`config.mk`:
```
export PLATFORM = sky130hd
export DESIGN_NAME = serial_frame_receiver_top
export DESIGN_NICKNAME = d
export VERILOG_FILES = /design/src/hw/rtl/sfr_pkg.sv /design/src/hw/rtl/serial_frame_receiver_top.sv /design/src/hw/rtl/sfr_parser.sv
export SDC_FILE = /design/constraint.sdc
export NUM_CORES = 1
export LEC_CHECK = 0
export BUFFER_PORTS_ARGS = -buffer_cell sky130_fd_sc_hd__clkbuf_2
export CAP_MARGIN = 20
export CORE_ASPECT_RATIO = 1.4
export CORE_UTILIZATION = 40
export CTS_CLUSTER_SIZE = 20
export DETAILED_ROUTE_END_ITERATION = 6
export GPL_TIMING_DRIVEN = 0
export PLACE_DENSITY = 0.58
export REMOVE_ABC_BUFFERS = 1
export SLEW_MARGIN = 20
export SYNTH_ARGS = -nofsm -noshare
export SYNTH_HDL_FRONTEND = slang
export SYNTH_SLANG_ARGS = --single-unit
```
`constraint.sdc`:
```
create_clock -name i_clk -period 4.1 [get_ports i_clk]
set_input_delay 0.41 -clock i_clk [delete_from_list [all_inputs] [get_ports i_clk]]
set_output_delay 0.41 -clock i_clk [all_outputs]
set_load 0.01 [all_outputs]
```
`src/hw/rtl/sfr_pkg.sv`:
```
package sfr_pkg;

    localparam logic [7:0] SYNC_BYTE = 8'hFF;

    // parser state codes
    localparam logic [2:0] ST_IDLE    = 3'd0;
    localparam logic [2:0] ST_SYNC1   = 3'd1;
    localparam logic [2:0] ST_LEN     = 3'd2;
    localparam logic [2:0] ST_ID      = 3'd3;
    localparam logic [2:0] ST_PAYLOAD = 3'd4;
    localparam logic [2:0] ST_CSUM    = 3'd5;

    // result kinds
    localparam logic [1:0] KIND_DATA   = 2'd0;
    localparam logic [1:0] KIND_OK     = 2'd1;
    localparam logic [1:0] KIND_BADSUM = 2'd2;
    localparam logic [1:0] KIND_BADLEN = 2'd3;

    typedef struct packed {
        logic       valid;
        logic [1:0] kind;
        logic [7:0] id;
        logic [7:0] data;
        logic [7:0] index;
        logic [7:0] length;
    } t_result;

endpackage

```
`src/hw/rtl/serial_frame_receiver_top.sv`:
```
// A byte accepted into the input register passes its result (if any) on to the result register.
// Throughput: one byte per cycle while the result register has room; a byte that yields no result never waits.
// The input register and the result register let the link and the consumer
// stall independently; the parser advances whenever its result has room.
// Reset (i_rst_n low, synchronous): both registers empty, parser back to
// idle with length, id, sum and count cleared.
module serial_frame_receiver_top #(
    parameter int MAX_PAYLOAD = 16
) (
    input  logic       i_clk,
    input  logic       i_rst_n,
    // byte stream from the serial line
    input  logic       i_valid,
    output logic       o_ready,
    input  logic [7:0] i_rx_byte,
    // parsed transactions
    output logic       o_valid,
    input  logic       i_ready,
    output logic [1:0] o_out_kind,
    output logic [7:0] o_out_id,
    output logic [7:0] o_out_byte,
    output logic [7:0] o_out_index,
    output logic [7:0] o_out_length
);
    import sfr_pkg::*;

    // input register: one received byte waiting for the parser
    logic       r_in_valid, n_in_valid;
    logic [7:0] r_in_byte, n_in_byte;

    // result register: one finished transaction waiting for the consumer
    t_result    r_out, n_out;

    t_result    w_res;
    logic       s_adv;

    // The parser consumes the held byte when it produces nothing, or when
    // the result register is empty or being drained this cycle.
    assign s_adv   = r_in_valid && (!w_res.valid || !r_out.valid || i_ready);
    assign o_ready = !r_in_valid || s_adv;

    sfr_parser #(
        .MAX_PAYLOAD (MAX_PAYLOAD)
    ) u_parser (
        .i_clk   (i_clk),
        .i_rst_n (i_rst_n),
        .i_step  (s_adv),
        .i_byte  (r_in_byte),
        .o_res   (w_res)
    );

    always_comb begin
        n_in_valid = r_in_valid;
        n_in_byte  = r_in_byte;
        if (i_valid && o_ready) begin
            n_in_valid = 1'b1;
            n_in_byte  = i_rx_byte;
        end else if (s_adv) begin
            n_in_valid = 1'b0;
        end

        n_out = r_out;
        if (s_adv && w_res.valid) begin
            n_out = w_res;
        end else if (i_ready) begin
            n_out.valid = 1'b0;
        end
    end

    always_ff @(posedge i_clk) begin
        // payload registers, no reset needed
        r_in_byte    <= n_in_byte;
        r_out.kind   <= n_out.kind;
        r_out.id     <= n_out.id;
        r_out.data   <= n_out.data;
        r_out.index  <= n_out.index;
        r_out.length <= n_out.length;
        if (!i_rst_n) begin
            r_in_valid  <= 1'b0;
            r_out.valid <= 1'b0;
        end else begin
            r_in_valid  <= n_in_valid;
            r_out.valid <= n_out.valid;
        end
    end

    assign o_valid      = r_out.valid;
    assign o_out_kind   = r_out.kind;
    assign o_out_id     = r_out.id;
    assign o_out_byte   = r_out.data;
    assign o_out_index  = r_out.index;
    assign o_out_length = r_out.length;

`ifndef SYNTHESIS
    a_in_held_on_stall: assert property (@(posedge i_clk) disable iff (!i_rst_n)
        (r_in_valid && !s_adv) |=> (r_in_valid && $stable(r_in_byte)))
        else $error("held byte lost while parser stalled");

    a_result_loaded: assert property (@(posedge i_clk) disable iff (!i_rst_n)
        (s_adv && w_res.valid) |=> r_out.valid)
        else $error("parser result dropped");

    a_no_overwrite: assert property (@(posedge i_clk) disable iff (!i_rst_n)
        (r_out.valid && !i_ready) |-> !(s_adv && w_res.valid))
        else $error("pending result overwritten");
`endif

endmodule

```
`src/hw/rtl/sfr_parser.sv`:
```
module sfr_parser #(
    parameter int MAX_PAYLOAD = 16
) (
    input  logic              i_clk,
    input  logic              i_rst_n,
    input  logic              i_step,
    input  logic [7:0]        i_byte,
    output sfr_pkg::t_result  o_res
);
    import sfr_pkg::*;

    // largest length whose payload still fits
    localparam logic [8:0] LEN_LIMIT = 9'(MAX_PAYLOAD + 2);

    logic [2:0] r_state, n_state;
    logic [7:0] r_length, n_length;
    logic [7:0] r_id, n_id;
    logic [7:0] r_sum, n_sum;
    logic [7:0] r_count, n_count;
    t_result    w_res;

    always_comb begin
        n_state  = r_state;
        n_length = r_length;
        n_id     = r_id;
        n_sum    = r_sum;
        n_count  = r_count;
        w_res    = '0;
        case (r_state)
            ST_SYNC1: begin
                n_state = (i_byte == SYNC_BYTE) ? ST_LEN : ST_IDLE;
            end
            ST_LEN: begin
                n_length = i_byte;
                n_sum    = i_byte;
                n_count  = 8'd0;
                if ({1'b0, i_byte} > LEN_LIMIT) begin
                    w_res.valid  = 1'b1;
                    w_res.kind   = KIND_BADLEN;
                    w_res.length = i_byte;
                    n_state      = ST_IDLE;
                end else begin
                    n_state = ST_ID;
                end
            end
            ST_ID: begin
                n_id    = i_byte;
                n_sum   = r_sum + i_byte;
                n_state = (r_length > 8'd2) ? ST_PAYLOAD : ST_CSUM;
            end
            ST_PAYLOAD: begin
                n_sum        = r_sum + i_byte;
                w_res.valid  = 1'b1;
                w_res.kind   = KIND_DATA;
                w_res.id     = r_id;
                w_res.data   = i_byte;
                w_res.index  = r_count;
                w_res.length = r_length;
                n_count      = r_count + 8'd1;
                if (({1'b0, n_count} + 9'd2) >= {1'b0, r_length}) begin
                    n_state = ST_CSUM;
                end
            end
            ST_CSUM: begin
                w_res.valid  = 1'b1;
                w_res.kind   = (i_byte == ~r_sum) ? KIND_OK : KIND_BADSUM;
                w_res.id     = r_id;
                w_res.data   = i_byte;
                w_res.length = r_length;
                n_state      = ST_IDLE;
            end
            default: begin
                n_state = (i_byte == SYNC_BYTE) ? ST_SYNC1 : ST_IDLE;
            end
        endcase
    end

    always_ff @(posedge i_clk) begin
        if (!i_rst_n) begin
            r_state  <= ST_IDLE;
            r_length <= 8'd0;
            r_id     <= 8'd0;
            r_sum    <= 8'd0;
            r_count  <= 8'd0;
        end else if (i_step) begin
            r_state  <= n_state;
            r_length <= n_length;
            r_id     <= n_id;
            r_sum    <= n_sum;
            r_count  <= n_count;
        end
    end

    assign o_res = w_res;

`ifndef SYNTHESIS
    a_data_only_in_payload: assert property (@(posedge i_clk) disable iff (!i_rst_n)
        (w_res.valid && w_res.kind == KIND_DATA) |-> r_state == ST_PAYLOAD)
        else $error("data result outside payload");

    a_badlen_to_idle: assert property (@(posedge i_clk) disable iff (!i_rst_n)
        (i_step && w_res.valid && w_res.kind == KIND_BADLEN) |=> r_state == ST_IDLE)
        else $error("parser not idle after length error");

    a_count_in_bounds: assert property (@(posedge i_clk) disable iff (!i_rst_n)
        (r_state == ST_PAYLOAD) |-> ({1'b0, r_count} + 9'd2) < {1'b0, r_length})
        else $error("payload count past frame length");

    a_frame_fits: assert property (@(posedge i_clk) disable iff (!i_rst_n)
        (r_state == ST_ID || r_state == ST_PAYLOAD) |-> {1'b0, r_length} <= LEN_LIMIT)
        else $error("oversize frame accepted");
`endif

endmodule
```
==> results.toml, run 1 <==
[synth]
syn_area_um2 = 4010
ys_top_cells_by_area = "edfxtp_1 (31%), dfxtp_1 (18%), ha_1 (5.3%)"
ys.flop_type = "edfxtp_1"
synth_seq_cells = 79
ys_async_sr_fraction_pct = 0
yosysWarnings = 0
synth-edff-count = 42
syn-instance-count = 411
synthesis.area_per_instance_um2 = 9.76
post_synth_num_cell_types = 56
post-synth-top-area-fraction_pct = 31.4
synth-seq-area-share_pct = 49.9
synth_largest_area_cell = "edfxtp_1"

[sta]
max_freq_mhz = 280
setup-violations-final = 0
timing_hold_violations_final = 0
timing_worst_slew_pin_value_ns = 1.06
timing.clock.skew_ns = 0.00937
setup_repair_after_global_routing_missed_its_margin = "no"
period_needed_ns = 3.57
timing.final.crit_share_pct = 87.1
slew_viol_final = 0
setup-tns-final_ns = 0
post-route-worst-setup-slack_ns = 0.528
max_slew_margin_pct = 29.0

[clock_network]
ctsResizeCount = 0
max_buffers_root_to_sink = 2
clock_latency_ns = 0.33
post_cts_hold_buffer_count = 0
h-tree-depth = 3
clkSinkCount = 79
cts.root.buffer_cell = "clkbuf_16"
tritoncts_clock_tree = "built"
cts_setup_buffers = 0
numCtsBuffers = 9
cts.clk_slew.worst_paths_ns = 0.06

[worst_setup_path]
path_max_fanout = 13
critical_path.cell_chain = "nor3b_2, nor2b_1, o21ai_0, or2_2, clkbuf_2"
worst-setup-path-type = "flop to output pin"
timing.critical_path.required_ns = 3.69
critical-path-slowest-cell = "nor2b_1"
endpoint_kind = "output pin"
crit_arrival_ns = 3.16
timing.reg2reg.setup_slack_ns = 0.67
delay_contributed_by_the_slowest_stage_of_the_critical_path_ns = 0.78
startpoint_type = "flop"

[global_routing]
number_of_antenna_violations_at_the_first_check_in_global_routing = 0
grt-ovfl-total = 0
grt_usage_pct = 17.5
maximum_number_of_pins_on_one_net_before_global_route_repair = 35
grt_first_pass_wirelength_um = 14000
grt_pass1_vias = 2858

[placed_design]
placedInstanceArea_um2 = 4310
hpwl_dp_um = 5980
gp_congestion = 0.877
pre_cts_slack_ns = 0.691
port_buffers = 47

[detailed_routing]
vias = 3029
drt-total-wl_um = 8510
post_drt_wl_per_cell_um = 14.6
detailedRoute.firstIterationViolations = 215
drtAntennaViolNets = 0
vias_per_cell = 5.21
detail_route.first_pass.iterations = 4
drt_drc_violations_left = 0

[power]
pd_cells_nw_per_um2 = 354
vdd_ir_drop_max_uv = 187
design_power_total_uw = 1620
leakagePower_uw = 0.00169

[floorplan]
core_um2 = 9620
dieArea_um2 = 10400
die_height_um = 120
io_pins = 48
fp-row-count = 42
chipWidth_um = 86.6
initial_standard_cell_utilization_of_the_core_pct = 41.7

[final_layout]
postLayoutCellArea_um2 = 4590
drive_gt1_share_pct = 16.7
final_core_util_pct = 47.7
layout_commonest_cell = "clkbuf_2"
areaGrowthSynthToFinish_pct = 14.4
finish.net_count = 474
diodes = 0
commonest_cells_after_routing_fill_and_taps_aside = "clkbuf_2 (47), nand2_1 (45), edfxtp_1 (42)"

[worst_hold_path]
type_of_the_most_critical_hold_path = "input port to flop"

[status]
run_status = "complete, no violations"

[job]
max-cap-violations = 0
cells by family after synthesis:
group           count (synthesis)  share of synthesized area (%)
simple gates                  153                           19.2
fa+ha+maj                      18                           5.80
buf+inv                        41                           4.46
xor+xnor                       15                           3.28
compound gates                101                           16.3
flops                          79                           49.9
mux                             4                          0.998
stage by stage:
step / hold WS (ns) / cells
CTS: 0.246 / 581
detailed placement: 0.442 / 565
finish: 0.260 / 581
global placement: 0.438 / 564
floorplan: 0.432 / 385
global route: 0.253 / 581
synth_stat cells (3+ instances only):
cell type   n
a21o_1      4
a21oi_1    41
a22o_1      7
a311oi_1    3
a31oi_1     5
and2_1     27
clkbuf_1   19
dfxtp_1    37
edfxtp_1   42
ha_1       17
inv_1      15
mux2i_1     4
nand2_1    45
nand3_1     7
nand3b_1    5
nand4_1     5
nor2_1     33
nor2b_1     7
nor3_1      3
nor3b_1     4
o21a_1      4
o21ai_0    16
or3_1       5
xnor2_1     8
xor2_1      7
routing by layer:
metal  track usage [%]  vias to the layer above  share of wire (%)  routed length (um)
met3              3.07                       12                3.7                 318
met4              8.75                        0                1.6                 140
met2              29.5                       68                 51                4370
li1                  -                     1531                  -                   -
met5                 0                        -                  0                   0
met1              21.5                     1418                 43                3680
report_power, final:
part	total, uW	switching (uW)	internal, uW
sequential	854	19.5	834
combinational	43.5	26.6	16.9
clock	727	302	425
total	1620	348	1280
critical path, delay by kind of cell (launching register included):
| kind | cells | cell delay [ns] |
|---|---|---|
| flip-flops | 1 | 0.51 |
| AND/OR/NAND/NOR | 3 | 1.89 |
| buffers and inverters | 1 | 0.14 |
| AO/OA/AOI/OAI | 1 | 0.30 |
path summary, 6_finish.rpt:
| path | startpoint | endpoint | cells after the start |
|---|---|---|---|
| setup reg to reg | u_parser.r_count[0] | u_parser.r_state[1] | 12 |
| setup / recovery | u_parser.r_state[1] | o_ready | 5 |
| hold reg to reg | u_parser.r_id[1] | u_parser.r_id[1] | 2 |
| hold / removal | i_rx_byte[3] | r_in_byte[3] | 1 |
flip-flops by register name (all words and copies together) (netlist names):
name               cells
o_out_byte             8
o_out_id               8
o_out_index            8
o_out_length           8
r_in_byte              8
u_parser.r_count       8
u_parser.r_id          8
u_parser.r_length      8
u_parser.r_sum         8
u_parser.r_state       3
o_out_kind             2
o_valid                1
r_in_valid             1
final cells by class:
type	count	area [um2]
Fill cell	904	5030
Timing Repair Buffer	48	246
Clock buffer	11	243
Sequential cell	79	2000
Inverter	15	56.3
Multi-Input combinational cell	291	1840
Tap cell	132	165
Clock inverter	5	33.8
Note: power is estimated with default switching activity, not from simulation.
==> inputs of run 2 (changes only) <==
--- a/config.mk
+++ b/config.mk
@@ -11,9 +11,7 @@
 export CORE_UTILIZATION = 40
 export CTS_CLUSTER_SIZE = 20
 export DETAILED_ROUTE_END_ITERATION = 6
-export GPL_TIMING_DRIVEN = 0
 export PLACE_DENSITY = 0.58
-export REMOVE_ABC_BUFFERS = 1
 export SLEW_MARGIN = 20
 export SYNTH_ARGS = -nofsm -noshare
 export SYNTH_HDL_FRONTEND = slang
==> run 2 against run 1 <==
  * Die area unchanged
  * Via count increased by 1.0%
  * Sequential power about the same
  * Clock power increased by 9.4%
  * Critical path depth increased by 7
  * Clock skew decreased by 0.0021 ns
  * Global-route usage increased by 0.38 points
  * Sequential share of layout area decreased by 0.56 points
  * Design area increased by 1.3%
==> results.toml, run 2 (same netlist as run 1, synthesis figures left out) <==
[worst_setup_path]
endpoint_kind = "flop"
crit_arrival_ns = 3.51
worst-setup-path-type = "flop to flop"
startpoint_type = "flop"
path_max_fanout = 10
timing.critical_path.required_ns = 4.35

[sta]
setup-violations-final = 0
period_needed_ns = 3.26
setup_repair_after_global_routing_missed_its_margin = "no"
slew_viol_final = 0
max_freq_mhz = 307
post-route-worst-setup-slack_ns = 0.841
timing_worst_slew_pin_value_ns = 0.991
setup-tns-final_ns = 0
max_slew_margin_pct = 33.9
timing.final.crit_share_pct = 79.5
timing.clock.skew_ns = 0.00725
timing_hold_violations_final = 0

[final_layout]
multiInputGateArea_um2 = 1830
finish.net_count = 479
number_of_fillers_in_the_final_layout = 908
commonest_cells_after_routing_fill_and_taps_aside = "clkbuf_2 (47), nand2_1 (45), edfxtp_1 (42)"
layout_commonest_cell = "clkbuf_2"
drive_gt1_share_pct = 16.5
final-seq-area_um2 = 2000
postLayoutCellArea_um2 = 4650
areaGrowthSynthToFinish_pct = 15.9
diodes = 0

[detailed_routing]
post_drt_wl_per_cell_um = 15.0
drtAntennaViolNets = 0
drt-total-wl_um = 8780
vias = 3060
vias_per_cell = 5.22
drt_drc_violations_left = 0
detail_route.first_pass.iterations = 4
detailedRoute.firstIterationViolations = 148

[clock_network]
cts_setup_buffers = 0
ctsResizeCount = 0
numCtsBuffers = 9
tritoncts_clock_tree = "built"
max_buffers_root_to_sink = 2
clkSinkCount = 79
cts.clk_slew.worst_paths_ns = 0.06
h-tree-depth = 3
post_cts_hold_buffer_count = 0
clock_latency_ns = 0.33
cts.root.buffer_cell = "clkbuf_16"

[floorplan]
io_pins = 48
fp-row-count = 42
core_um2 = 9620
dieArea_um2 = 10400
die_height_um = 120
chipWidth_um = 86.6
initial_standard_cell_utilization_of_the_core_pct = 41.7

[power]
design_power_total_uw = 1700
leakagePower_uw = 0.00173
proportion_of_power_drawn_by_the_clock_network_pct = 46.8
power.switching_uw = 368
intPower_uw = 1330
seq_power_share_pct = 50.4
pd_cells_nw_per_um2 = 365
switching_power_share_of_the_total_pct = 21.7
power.combinational.fraction_pct = 2.8
vdd_ir_drop_max_uv = 193

[placed_design]
gp_congestion = 0.886
placedInstanceArea_um2 = 4350
port_buffers = 47
hpwl_dp_um = 6170
pre_cts_slack_ns = 0.871

[status]
run_status = "complete, no violations"

[global_routing]
grt_usage_pct = 17.9
grt_pass1_vias = 2824
grt-ovfl-total = 0
grt_first_pass_wirelength_um = 14100
number_of_antenna_violations_at_the_first_check_in_global_routing = 0
maximum_number_of_pins_on_one_net_before_global_route_repair = 32

[synth]
synth_fp_nets = 441

[job]
max-cap-violations = 0

[worst_hold_path]
type_of_the_most_critical_hold_path = "input port to flop"
-- run 2: changes by cell type in the layout (fill, tap and decap cells not counted), sizes merged --
cell | before | now
bufinv | 0 | 1
clkbuf | 58 | 57
clkinvlp | 2 | 1
clkinv | 4 | 2
buf | 1 | 6
inv | 14 | 17
-- run 2: final timing paths --
check | slack [ns] | depth (start not counted) | to | startpoint
worst max register to register | 0.84 | 12 | u_parser.r_state[2] | u_parser.r_count[0]
worst max-delay path | 0.84 | 12 | u_parser.r_state[2] | u_parser.r_count[0]
worst min-delay path | 0.25 | 1 | r_in_byte[6] | i_rx_byte[6]
worst min register to register | 0.45 | 2 | u_parser.r_id[1] | u_parser.r_id[1]
-- run 2: layout make-up --
cell class,count,share of cell area (%)
repair buffers,53,6.46
multi-input cells,291,39.4
clock buffers,10,4.92
inverters,15,1.21
clock inverters,6,1.45
well taps,132,3.55
flip-flops and latches,79,43.0
-- run 2: stage by stage --
step	cells	util [%]	hold slack (ns)
floorplan	411	-	0.432
global placement	569	45.0	0.439
CTS	586	48.4	0.244
finish	586	48.4	0.250
global route	586	48.4	0.242
detailed placement	570	45.3	0.446
-- run 2: power groups by stage --
stage | combinational, uW | clock (uW) | sequential, uW
6_report | 48.2 | 795 | 856
5_1_grt | 54.0 | 843 | 857
4_1_cts | 49.0 | 809 | 856
3_5_place_dp | 48.9 | 0 | 873
3_3_place_gp | 44.3 | 0 | 873
2_1_floorplan | 37.8 | 0 | 858
-- run 2: metal layers --
metal,vias up,track usage (%),part of all wire [%]
met5,-,0,0
met4,0,8.85,2.7
met3,15,3.21,3.2
met2,66,30.2,50
met1,1442,21.8,44
li1,1537,-,-
-- run 2: worst max-delay path, cell delays in order (launching register included) --
cell and delay (ns):
dfxtp_1 0.40, ha_1 0.38, nand2_1 0.07, a211oi_1 0.33, nor2_1 0.11, xnor2_1 0.25
ha_1 0.29, a211oi_1 0.24, nor2_1 0.08, o31ai_1 0.21, o31ai_1 0.13, o41ai_2 0.42
mux2i_1 0.25
